==> src/rtl/core/stu_pkg.sv <==
// Shared types, token codes and keyword table for the source tokenizer.
`timescale 1ns / 1ps
package stu_pkg;

	localparam int MAX_KEYWORD_LEN_DEF = 6;
	localparam int POSITION_BITS_DEF   = 16;
	localparam int QUEUE_DEPTH_DEF     = 4;
	localparam int KW_COUNT            = 13;
	localparam int KW_MAX_CHARS        = 6;

	localparam logic [5:0] K_IDENT    = 6'd13;
	localparam logic [5:0] K_INTLIT   = 6'd14;
	localparam logic [5:0] K_FLOATLIT = 6'd15;
	localparam logic [5:0] K_STRLIT   = 6'd16;
	localparam logic [5:0] K_PLUS     = 6'd17;
	localparam logic [5:0] K_MINUS    = 6'd18;
	localparam logic [5:0] K_STAR     = 6'd19;
	localparam logic [5:0] K_SLASH    = 6'd20;
	localparam logic [5:0] K_ASSIGN   = 6'd21;
	localparam logic [5:0] K_EQEQ     = 6'd22;
	localparam logic [5:0] K_NEQ      = 6'd23;
	localparam logic [5:0] K_GT       = 6'd24;
	localparam logic [5:0] K_LT       = 6'd25;
	localparam logic [5:0] K_GE       = 6'd26;
	localparam logic [5:0] K_LE       = 6'd27;
	localparam logic [5:0] K_LPAREN   = 6'd28;
	localparam logic [5:0] K_RPAREN   = 6'd29;
	localparam logic [5:0] K_LBRACE   = 6'd30;
	localparam logic [5:0] K_RBRACE   = 6'd31;
	localparam logic [5:0] K_COLON    = 6'd32;
	localparam logic [5:0] K_COMMA    = 6'd33;
	localparam logic [5:0] K_SEMI     = 6'd34;
	localparam logic [5:0] K_EOF      = 6'd35;
	localparam logic [5:0] K_ERROR    = 6'd36;

	localparam logic [2:0] E_NONE       = 3'd0;
	localparam logic [2:0] E_STR_NL     = 3'd1;
	localparam logic [2:0] E_STR_OPEN   = 3'd2;
	localparam logic [2:0] E_LONE_BANG  = 3'd3;
	localparam logic [2:0] E_UNEXPECTED = 3'd4;

	// keyword spelling, first character at index 0, padded with zero
	localparam logic [7:0] KW_CHAR [KW_COUNT][KW_MAX_CHARS] = '{
		'{"l", "e", "t", 8'h00, 8'h00, 8'h00},
		'{"f", "n", 8'h00, 8'h00, 8'h00, 8'h00},
		'{"r", "e", "t", "u", "r", "n"},
		'{"i", "f", 8'h00, 8'h00, 8'h00, 8'h00},
		'{"e", "l", "s", "e", 8'h00, 8'h00},
		'{"w", "h", "i", "l", "e", 8'h00},
		'{"t", "r", "u", "e", 8'h00, 8'h00},
		'{"f", "a", "l", "s", "e", 8'h00},
		'{"v", "o", "i", "d", 8'h00, 8'h00},
		'{"i", "n", "t", 8'h00, 8'h00, 8'h00},
		'{"f", "l", "o", "a", "t", 8'h00},
		'{"s", "t", "r", "i", "n", "g"},
		'{"b", "o", "o", "l", 8'h00, 8'h00}
	};
	localparam logic [2:0] KW_LEN [KW_COUNT] = '{
		3'd3, 3'd2, 3'd6, 3'd2, 3'd4, 3'd5, 3'd4, 3'd5, 3'd4, 3'd3, 3'd5, 3'd6, 3'd4
	};

	typedef struct packed {
		logic [5:0]  kind;
		logic [2:0]  err;
		logic [15:0] line;
		logic [15:0] col;
		logic [15:0] off;
		logic [15:0] len;
	} tok_t;

	// all tokens caused by one source byte
	typedef struct packed {
		logic [1:0]     n;
		tok_t [2:0]     tok;
	} bundle_t;

endpackage

==> src/rtl/core/stu_front.sv <==
// Scanner front end: consumes one source byte per beat and forms its tokens.
`timescale 1ns / 1ps
module stu_front import stu_pkg::*; #(
	parameter int MAX_KEYWORD_LEN = MAX_KEYWORD_LEN_DEF,
	parameter int POSITION_BITS   = POSITION_BITS_DEF
) (
	input  logic       clk,
	input  logic       arst_n,
	input  logic       accept,
	input  logic [7:0] ch,
	output bundle_t    bundle
);
	localparam int P  = POSITION_BITS;
	localparam int IW = (MAX_KEYWORD_LEN > 1) ? $clog2(MAX_KEYWORD_LEN) : 1;

	typedef enum logic [3:0] {
		M_IDLE, M_COMMENT, M_IDENT, M_NUMBER, M_NUMDOT, M_FRACTION,
		M_STRING, M_EQ, M_BANG, M_GT, M_LT
	} mode_t;

	typedef struct packed {
		mode_t        mode;
		logic [P-1:0] line;
		logic [P-1:0] col;
		logic [P-1:0] off;
		logic [P-1:0] tstart;
		logic [P-1:0] tlen;
		logic [P-1:0] scol;
	} st_t;

	localparam st_t ST_RESET = '{mode: M_IDLE, line: P'(1), col: P'(1), off: '0,
		tstart: '0, tlen: '0, scol: P'(1)};

	st_t st_q, nx;
	logic [MAX_KEYWORD_LEN-1:0][7:0] wbuf_q;
	logic          wr_en;
	logic [IW-1:0] wr_idx;
	logic          again, idle_pass;
	logic [1:0]    n;
	tok_t [2:0]    toks;
	logic          alpha, digit;

	function automatic logic [P-1:0] sat_add(input logic [P-1:0] a, input logic [1:0] b);
		logic [P:0] s;
		s = {1'b0, a} + {{(P-1){1'b0}}, b};
		return s[P] ? {P{1'b1}} : s[P-1:0];
	endfunction

	function automatic logic [P-1:0] sat_add_w(input logic [P-1:0] a, input logic [P-1:0] b);
		logic [P:0] s;
		s = {1'b0, a} + {1'b0, b};
		return s[P] ? {P{1'b1}} : s[P-1:0];
	endfunction

	function automatic tok_t mk(input logic [5:0] kind, input logic [2:0] err,
		input logic [P-1:0] line, input logic [P-1:0] col, input logic [P-1:0] off,
		input logic [P-1:0] len);
		tok_t t;
		t.kind = kind;
		t.err  = err;
		t.line = 16'(line);
		t.col  = 16'(col);
		t.off  = 16'(off);
		t.len  = 16'(len);
		return t;
	endfunction

	function automatic logic [5:0] word_kind(input logic [MAX_KEYWORD_LEN-1:0][7:0] w,
		input logic [P-1:0] tlen);
		logic [5:0] k;
		logic       hit;
		k = K_IDENT;
		for (int i = KW_COUNT - 1; i >= 0; i--) begin
			hit = (tlen == P'(KW_LEN[i]));
			for (int j = 0; j < KW_MAX_CHARS; j++) begin
				if (j < int'(KW_LEN[i]) && w[j] != KW_CHAR[i][j])
					hit = 1'b0;
			end
			if (hit)
				k = 6'(i);
		end
		return k;
	endfunction

	function automatic logic [5:0] single_kind(input logic [7:0] c);
		case (c)
			"+":     return K_PLUS;
			"-":     return K_MINUS;
			"*":     return K_STAR;
			"/":     return K_SLASH;
			"(":     return K_LPAREN;
			")":     return K_RPAREN;
			"{":     return K_LBRACE;
			"}":     return K_RBRACE;
			":":     return K_COLON;
			",":     return K_COMMA;
			";":     return K_SEMI;
			default: return K_ERROR;
		endcase
	endfunction

	assign alpha = (ch >= "a" && ch <= "z") || (ch >= "A" && ch <= "Z") || ch == "_";
	assign digit = ch >= "0" && ch <= "9";

	always_comb begin
		nx        = st_q;
		n         = 2'd0;
		toks      = '0;
		again     = 1'b0;
		idle_pass = 1'b0;
		wr_en     = 1'b0;
		wr_idx    = '0;

		// first pass: finish or extend the token in flight
		case (st_q.mode)
			M_COMMENT: begin
				if (ch == "\n" || ch == 8'h00) begin
					nx.mode = M_IDLE;
					again   = 1'b1;
				end else begin
					nx.col = sat_add(nx.col, 2'd1);
					nx.off = sat_add(nx.off, 2'd1);
				end
			end
			M_IDENT: begin
				if (alpha || digit) begin
					if (st_q.tlen < P'(MAX_KEYWORD_LEN)) begin
						wr_en  = 1'b1;
						wr_idx = st_q.tlen[IW-1:0];
					end
					nx.tlen = sat_add(nx.tlen, 2'd1);
					nx.col  = sat_add(nx.col, 2'd1);
					nx.off  = sat_add(nx.off, 2'd1);
				end else begin
					toks[0] = mk(word_kind(wbuf_q, st_q.tlen), E_NONE, st_q.line,
						st_q.scol, st_q.tstart, st_q.tlen);
					n       = 2'd1;
					nx.mode = M_IDLE;
					again   = 1'b1;
				end
			end
			M_NUMBER, M_FRACTION: begin
				if (digit) begin
					nx.tlen = sat_add(nx.tlen, 2'd1);
					nx.col  = sat_add(nx.col, 2'd1);
					nx.off  = sat_add(nx.off, 2'd1);
				end else if (ch == "." && st_q.mode == M_NUMBER) begin
					nx.col  = sat_add(nx.col, 2'd1);
					nx.off  = sat_add(nx.off, 2'd1);
					nx.mode = M_NUMDOT;
				end else begin
					toks[0] = mk((st_q.mode == M_NUMBER) ? K_INTLIT : K_FLOATLIT, E_NONE,
						st_q.line, st_q.scol, st_q.tstart, st_q.tlen);
					n       = 2'd1;
					nx.mode = M_IDLE;
					again   = 1'b1;
				end
			end
			M_NUMDOT: begin
				if (digit) begin
					nx.tlen = sat_add(nx.tlen, 2'd2);
					nx.col  = sat_add(nx.col, 2'd1);
					nx.off  = sat_add(nx.off, 2'd1);
					nx.mode = M_FRACTION;
				end else begin
					// integer, then the dangling dot, just past the digits, as an
					// unexpected character
					toks[0] = mk(K_INTLIT, E_NONE, st_q.line, st_q.scol, st_q.tstart,
						st_q.tlen);
					toks[1] = mk(K_ERROR, E_UNEXPECTED, st_q.line, st_q.col,
						sat_add_w(st_q.tstart, st_q.tlen), '0);
					n       = 2'd2;
					nx.mode = M_IDLE;
					again   = 1'b1;
				end
			end
			M_STRING: begin
				if (ch == "\"") begin
					nx.tlen = sat_add(nx.tlen, 2'd1);
					nx.col  = sat_add(nx.col, 2'd1);
					nx.off  = sat_add(nx.off, 2'd1);
					toks[0] = mk(K_STRLIT, E_NONE, nx.line, nx.scol, nx.tstart, nx.tlen);
					n       = 2'd1;
					nx.mode = M_IDLE;
				end else if (ch == "\n" || ch == 8'h00) begin
					toks[0] = mk(K_ERROR, (ch == 8'h00) ? E_STR_OPEN : E_STR_NL,
						st_q.line, st_q.col, st_q.tstart, '0);
					n       = 2'd1;
					nx.mode = M_IDLE;
					again   = 1'b1;
				end else begin
					nx.tlen = sat_add(nx.tlen, 2'd1);
					nx.col  = sat_add(nx.col, 2'd1);
					nx.off  = sat_add(nx.off, 2'd1);
				end
			end
			M_EQ, M_GT, M_LT, M_BANG: begin
				if (ch == "=") begin
					nx.col  = sat_add(nx.col, 2'd1);
					nx.off  = sat_add(nx.off, 2'd1);
					nx.tlen = P'(2);
					toks[0] = mk((st_q.mode == M_EQ) ? K_EQEQ :
						(st_q.mode == M_GT) ? K_GE : (st_q.mode == M_LT) ? K_LE : K_NEQ,
						E_NONE, nx.line, nx.scol, nx.tstart, nx.tlen);
					n       = 2'd1;
					nx.mode = M_IDLE;
				end else begin
					if (st_q.mode == M_BANG)
						toks[0] = mk(K_ERROR, E_LONE_BANG, st_q.line, st_q.col,
							st_q.tstart, '0);
					else
						toks[0] = mk((st_q.mode == M_EQ) ? K_ASSIGN :
							(st_q.mode == M_GT) ? K_GT : K_LT, E_NONE, st_q.line,
							st_q.scol, st_q.tstart, st_q.tlen);
					n       = 2'd1;
					nx.mode = M_IDLE;
					again   = 1'b1;
				end
			end
			default: begin
				nx.mode   = M_IDLE;
				idle_pass = 1'b1;
			end
		endcase

		// second pass: the byte seen from the idle state
		if (idle_pass || again) begin
			if (ch == 8'h00) begin
				toks[n] = mk(K_EOF, E_NONE, nx.line, nx.col, nx.off, '0);
				n       = n + 2'd1;
				nx      = ST_RESET;
			end else if (ch == " " || ch == "\r" || ch == "\t") begin
				nx.col = sat_add(nx.col, 2'd1);
				nx.off = sat_add(nx.off, 2'd1);
			end else if (ch == "\n") begin
				nx.line = sat_add(nx.line, 2'd1);
				nx.col  = P'(1);
				nx.off  = sat_add(nx.off, 2'd1);
			end else if (ch == "#") begin
				nx.col  = sat_add(nx.col, 2'd1);
				nx.off  = sat_add(nx.off, 2'd1);
				nx.mode = M_COMMENT;
			end else begin
				nx.tstart = nx.off;
				nx.scol   = nx.col;
				nx.tlen   = P'(1);
				nx.col    = sat_add(nx.col, 2'd1);
				nx.off    = sat_add(nx.off, 2'd1);
				if (alpha) begin
					wr_en   = 1'b1;
					wr_idx  = '0;
					nx.mode = M_IDENT;
				end else if (digit)
					nx.mode = M_NUMBER;
				else if (ch == "\"")
					nx.mode = M_STRING;
				else if (ch == "=")
					nx.mode = M_EQ;
				else if (ch == "!")
					nx.mode = M_BANG;
				else if (ch == ">")
					nx.mode = M_GT;
				else if (ch == "<")
					nx.mode = M_LT;
				else begin
					nx.mode = M_IDLE;
					if (single_kind(ch) != K_ERROR)
						toks[n] = mk(single_kind(ch), E_NONE, nx.line, nx.scol,
							nx.tstart, nx.tlen);
					else
						toks[n] = mk(K_ERROR, E_UNEXPECTED, nx.line, nx.col,
							nx.tstart, '0);
					n = n + 2'd1;
				end
			end
		end

		bundle.n   = n;
		bundle.tok = toks;
	end

	always_ff @(posedge clk or negedge arst_n) begin
		if (!arst_n) begin
			st_q <= ST_RESET;
		end else if (accept) begin
			st_q <= nx;
		end
	end

	always_ff @(posedge clk) begin
		if (accept && wr_en)
			wbuf_q[wr_idx] <= ch;
	end

endmodule

==> src/rtl/core/stu_queue.sv <==
// Bundle queue between the scanner and the token serializer.
`timescale 1ns / 1ps
module stu_queue import stu_pkg::*; #(
	parameter int DEPTH = QUEUE_DEPTH_DEF
) (
	input  logic    clk,
	input  logic    arst_n,
	input  logic    push,
	input  bundle_t push_data,
	input  logic    pop,
	output logic    full,
	output logic    head_valid,
	output bundle_t head_data
);
	localparam int AW = (DEPTH > 1) ? $clog2(DEPTH) : 1;
	localparam int CW = $clog2(DEPTH + 1);

	bundle_t       mem_q [DEPTH];
	logic [AW-1:0] wr_q, rd_q;
	logic [CW-1:0] cnt_q;

	assign full       = cnt_q == CW'(DEPTH);
	assign head_valid = cnt_q != '0;
	assign head_data  = mem_q[rd_q];

	function automatic logic [AW-1:0] nxt(input logic [AW-1:0] p);
		return (p == AW'(DEPTH - 1)) ? '0 : p + 1'b1;
	endfunction

	always_ff @(posedge clk or negedge arst_n) begin
		if (!arst_n) begin
			wr_q  <= '0;
			rd_q  <= '0;
			cnt_q <= '0;
		end else begin
			if (push)
				wr_q <= nxt(wr_q);
			if (pop)
				rd_q <= nxt(rd_q);
			if (push && !pop)
				cnt_q <= cnt_q + 1'b1;
			else if (pop && !push)
				cnt_q <= cnt_q - 1'b1;
		end
	end

	always_ff @(posedge clk) begin
		if (push)
			mem_q[wr_q] <= push_data;
	end

endmodule

==> src/rtl/core/stu_back.sv <==
// Token serializer: hands out the tokens of each bundle one beat at a time.
`timescale 1ns / 1ps
module stu_back import stu_pkg::*; (
	input  logic        clk,
	input  logic        arst_n,
	input  logic        head_valid,
	input  bundle_t     head_data,
	output logic        pop,
	output logic        out_valid,
	input  logic        out_ready,
	output logic [5:0]  token_kind,
	output logic [2:0]  error_kind,
	output logic [15:0] line_no,
	output logic [15:0] column_no,
	output logic [15:0] start_offset,
	output logic [15:0] token_length,
	output logic        last_of_run
);
	logic [1:0] idx_q;
	tok_t       t;

	assign t            = head_data.tok[idx_q];
	assign out_valid    = head_valid;
	assign last_of_run  = idx_q == head_data.n - 2'd1;
	assign pop          = out_valid && out_ready && last_of_run;
	assign token_kind   = t.kind;
	assign error_kind   = t.err;
	assign line_no      = t.line;
	assign column_no    = t.col;
	assign start_offset = t.off;
	assign token_length = t.len;

	always_ff @(posedge clk or negedge arst_n) begin
		if (!arst_n) begin
			idx_q <= '0;
		end else if (out_valid && out_ready) begin
			idx_q <= last_of_run ? 2'd0 : idx_q + 2'd1;
		end
	end

endmodule

==> src/rtl/core/source_tokenizer_unit.sv <==
// Top level of the source tokenizer: scanner, bundle queue and token serializer.
// The tokens a byte ends are registered in the bundle queue and offered from its head.
// Throughput: one source byte per cycle while the bundle queue has room; tokens leave at
// one per cycle while out_ready is high, so the tokens of one byte leave one after another.
// The queue depth (QUEUE_DEPTH bundles) sets how long a burst of tokens is absorbed.
// Reset (arst_n low, asynchronous) returns to line 1, column 1, offset 0, queue empty.
`timescale 1ns / 1ps
module source_tokenizer_unit import stu_pkg::*; #(
	parameter int MAX_KEYWORD_LEN = MAX_KEYWORD_LEN_DEF,
	parameter int POSITION_BITS   = POSITION_BITS_DEF,
	parameter int QUEUE_DEPTH     = QUEUE_DEPTH_DEF
) (
	input  logic        clk,
	input  logic        arst_n,
	input  logic        in_valid,
	output logic        in_ready,
	input  logic [7:0]  ch,
	output logic        out_valid,
	input  logic        out_ready,
	output logic [5:0]  token_kind,
	output logic [2:0]  error_kind,
	output logic [15:0] line_no,
	output logic [15:0] column_no,
	output logic [15:0] start_offset,
	output logic [15:0] token_length,
	output logic        last_of_run
);
	logic    accept, full, head_valid, pop;
	bundle_t bundle, head_data;

	// take a byte whenever the queue can hold whatever it produces
	assign in_ready = !full;
	assign accept   = in_valid && in_ready;

	stu_front #(
		.MAX_KEYWORD_LEN(MAX_KEYWORD_LEN),
		.POSITION_BITS  (POSITION_BITS)
	) u_front (
		.clk   (clk),
		.arst_n(arst_n),
		.accept(accept),
		.ch    (ch),
		.bundle(bundle)
	);

	// bytes that only advance position push nothing
	stu_queue #(
		.DEPTH(QUEUE_DEPTH)
	) u_queue (
		.clk       (clk),
		.arst_n    (arst_n),
		.push      (accept && bundle.n != 2'd0),
		.push_data (bundle),
		.pop       (pop),
		.full      (full),
		.head_valid(head_valid),
		.head_data (head_data)
	);

	stu_back u_back (
		.clk         (clk),
		.arst_n      (arst_n),
		.head_valid  (head_valid),
		.head_data   (head_data),
		.pop         (pop),
		.out_valid   (out_valid),
		.out_ready   (out_ready),
		.token_kind  (token_kind),
		.error_kind  (error_kind),
		.line_no     (line_no),
		.column_no   (column_no),
		.start_offset(start_offset),
		.token_length(token_length),
		.last_of_run (last_of_run)
	);

endmodule

==> config.mk <==
export PLATFORM = sky130hd
export DESIGN_NAME = source_tokenizer_unit
export DESIGN_NICKNAME = d
export VERILOG_FILES = /design/src/rtl/core/stu_pkg.sv /design/src/rtl/core/stu_front.sv /design/src/rtl/core/stu_queue.sv /design/src/rtl/core/stu_back.sv /design/src/rtl/core/source_tokenizer_unit.sv
export SDC_FILE = /design/constraint.sdc
export NUM_CORES = 1
export LEC_CHECK = 0
export BUFFER_PORTS_ARGS = -buffer_cell sky130_fd_sc_hd__buf_4
export CAP_MARGIN = 20
export CELL_PAD_IN_SITES_DETAIL_PLACEMENT = 1
export CELL_PAD_IN_SITES_GLOBAL_PLACEMENT = 1
export CORE_MARGIN = 5
export CORE_UTILIZATION = 51
export CTS_BUF_LIST = sky130_fd_sc_hd__clkbuf_2
export DETAILED_ROUTE_END_ITERATION = 10
export PLACE_DENSITY_LB_ADDON = 0.1
export SLEW_MARGIN = 10
export SYNTH_ARGS = -nofsm -noshare
export SYNTH_HDL_FRONTEND = slang
export SYNTH_SLANG_ARGS = --single-unit
==> constraint.sdc <==
create_clock -name clk -period 9.03 [get_ports clk]
set_input_delay 1.806 -clock clk [delete_from_list [all_inputs] [get_ports clk]]
set_output_delay 1.806 -clock clk [all_outputs]
set_load 0.05 [all_outputs]
==> run metrics <==
Die Area=0.09248 sq mm; critical path class=reg2reg; slew of the pin with the lowest slew margin=1.173 ns; Seq/Total Area, Yosys=0.6037; top layer in use=met5; EDFF count, synth=796; clk buf depth=3; Reg clk slew, reported paths=0.13 ns; skew final=0.1345 ns; Clk Latency, worst-skew pair=1.57 ns; FF-to-FF End=u_queue.mem_q[1][181]$_DFFE_PP_; maxcap violations=0; syn nets=3421; first-pass GRT wire length=225700 um; I/O Pins=88; GRT Resource Usage Total=0.3210; initial antenna violation count=11; WP data required=10.19 ns; Total Wirelength=150900 um; R2R depth=15; Worst Hold Class=in2async; RSZ-0062 raised after global routing=no; footprint of the multi-input gates=0.01641 sq mm; Starting Density=0.5157; via count=32.70k; vias per cell=6.691; VDD IR max=0.4999 mV; GPL Wtd Cong=0.9717; Sequential Power Share=0.392; max-slew violations=0; largest net degree at the start of global routing=107; post-CTS sizing=0; endpoints failing setup=0; #FFs+latches synth=905; drt drc=0; fin worst setup slack=2.543 ns; total power=14780 uW; metal2 WL=71270 um; Post CTS Setup Buffer Count=0; total negative slack=0 ns; post-placement setup slack=1.286 ns; largest area contributor in the netlist=edfxtp_1; switching pwr=6330 uW; core area=0.08555 sq mm; CTS tree=yes; Clk pwr share=0.192; Pleak=0.01685 uW; FF+latch area=0.02665 sq mm; Sw Ratio=0.4281; Core Util, Final=0.5648; syn avg cell area=13.08 sq um; final hold slack=0.3230 ns; Synth Warn #=0; Syn Inst Count=3372; f_max=0.1542 GHz; fraction of layout cells with a size suffix above 1=0.2204; ys flop type=edfxtp_1; minimum clock period=6.487 ns; critical path data arrival time=7.65 ns; count of final hold-check violations=0; routed len/inst=30.89 um; Sink Count=905; Comb pwr share=0.416; largest cells by area after synthesis=edfxtp_1 54%, mux4_2 9.5%, dfrtp_1 6.0%; vias in the first global route=34.21k; PortBufs=87; pwr/cell area=306.0 mW/mm^2; top cells by count, synth=796 x edfxtp_1, 298 x o21ai_0, 297 x nand2_1, 220 x nor2_1, 187 x mux4_2; Syn-to-layout area delta=9.535%; reg2reg setup slack=2.54 ns; cts bufs inserted=221; Netlist cell types=114; met1 wire length=62220 um; CTS root buf=clkbuf_2; Crit. End Element=flip-flop; CP startpoint kind=flip-flop; asr flop ratio synth=0.1204; H-tree depth=4; status=completed; Fillers=8662; fin crit share=0.7184; Die Height=304.1 um; top-count cell post-synth=edfxtp_1; WL met3=12440 um; top-area cell type share of the netlist area=0.5418; row count=107; Detailed Route Iter0 Violations=3434; Power Internal=8455 uW; number of nets with antenna violations after routing=0; drt first pass iters=5; Hold Buf Count CTS=0; relative slew slack=0.2120; total global routing overflow=0; Post-Syn Area=0.04411 sq mm; Final nets=3596; Die X-Extent=304.1 um; worst r2r src=u_front.st_q[64]$_DFFE_PN1P_; peak fanout along the critical path=15; Final HPWL DP=101500 um
[critical path, cell delays in order, from the launching register on]
cell and delay (ns):
dfstp_2 0.71, ha_1 0.35, and3_1 0.43, nand3_1 0.34, nor2_1 0.76, nor2_1 0.24
nor2_1 0.15, a21oi_1 0.14, inv_1 0.12, ha_1 0.33, inv_1 0.13, a2111oi_0 0.37
nand3_1 0.25, nor4_4 0.85, o21ai_1 0.22, a2111oi_2 0.68
[power groups by stage]
| stage | sequential [uW] | clock [uW] | combinational, uW |
|---|---|---|---|
| floorplan | 5620 | 0 | 4200 |
| global placement | 5800 | 0 | 5980 |
| detailed placement | 5870 | 0 | 6100 |
| CTS | 5780 | 2920 | 6130 |
| global route | 5840 | 3180 | 6470 |
| finish | 5800 | 2840 | 6150 |
[stage by stage]
step / instances / area (sq um)
detailed placement: 4464 / 46120
finish: 4887 / 48320
global placement: 4464 / 46120
floorplan: 3372 / 44120
global route: 4887 / 48320
CTS: 4879 / 48260
[cell usage in the layout, fill, tap and decap left out, drive strengths merged, types with 18 or more instances in the layout]
| cell | count |
|---|---|
| mux2i | 65 |
| nand3 | 107 |
| nand2 | 298 |
| a22oi | 19 |
| clkbuf | 323 |
| nor3 | 60 |
| a21oi | 174 |
| o221ai | 19 |
| o31ai | 18 |
| mux4 | 187 |
| and2 | 37 |
| nor2 | 222 |
| edfxtp | 796 |
| xnor2 | 21 |
| o21ai | 314 |
| inv | 51 |
| a31oi | 45 |
| o22ai | 24 |
| nor4 | 42 |
| clkinv | 80 |
| a22o | 31 |
| buf | 182 |
| dfrtp | 106 |
| nor2b | 50 |
| a21o | 24 |
| and3 | 52 |
| nand4 | 39 |
| ha | 35 |
[how the worst max path moves through the flow]
stage	start	endpoint	slack [ns]	depth (start not counted)
after detailed placement	ch[6]	u_queue.mem_q[0][7]$_DFFE_PP_	1.29	15
after floorplan	ch[6]	u_queue.mem_q[0][0]$_DFFE_PP_	1.89	12
final	u_front.st_q[64]$_DFFE_PN1P_	u_queue.mem_q[1][181]$_DFFE_PP_	2.54	15
after global placement	ch[6]	u_queue.mem_q[2][6]$_DFFE_PP_	1.71	15
after global routing	u_front.st_q[97]$_DFFE_PN0P_	u_queue.mem_q[0][3]$_DFFE_PP_	2.18	16
after CTS	u_back.idx_q[1]$_DFFE_PN0P_	column_no[0]	2.40	5
[cell families after synthesis]
group	after synthesis	share of synthesized area
xor gates and xnor gates	38	0.007544
and+or+nand+nor	1019	0.1190
adders and majority gates	37	0.01083
DFF	905	0.6037
AOI/OAI and AO/OA	839	0.1217
muxes	259	0.1120
buffers and inverters	275	0.02519
[sequential cells by signal (all words and copies together) (netlist names)]
name and count:
u_queue.mem_q 748, u_front.st_q 100, u_front.wbuf_q 48, u_queue.cnt_q 3, u_back.idx_q 2, u_queue.rd_q 2
u_queue.wr_q 2
[routing by layer]
metal  GRT usage  vias up
met5           0        -
met4      0.1110       12
met3     0.06897      346
met2      0.5103     1617
met1      0.4447    16940
li1            -    13780
[cell type report]
cell class | instances | share of cell area
flip-flops and latches | 905 | 0.5515
clock buffers | 322 | 0.03335
inverters | 44 | 0.003418
diodes | 4 | 0.0002071
well taps | 1144 | 0.02962
multi-input cells | 2192 | 0.3396
repair buffers | 183 | 0.03141
clock inverters | 93 | 0.01093
Note: power is estimated with default switching activity, not from simulation.
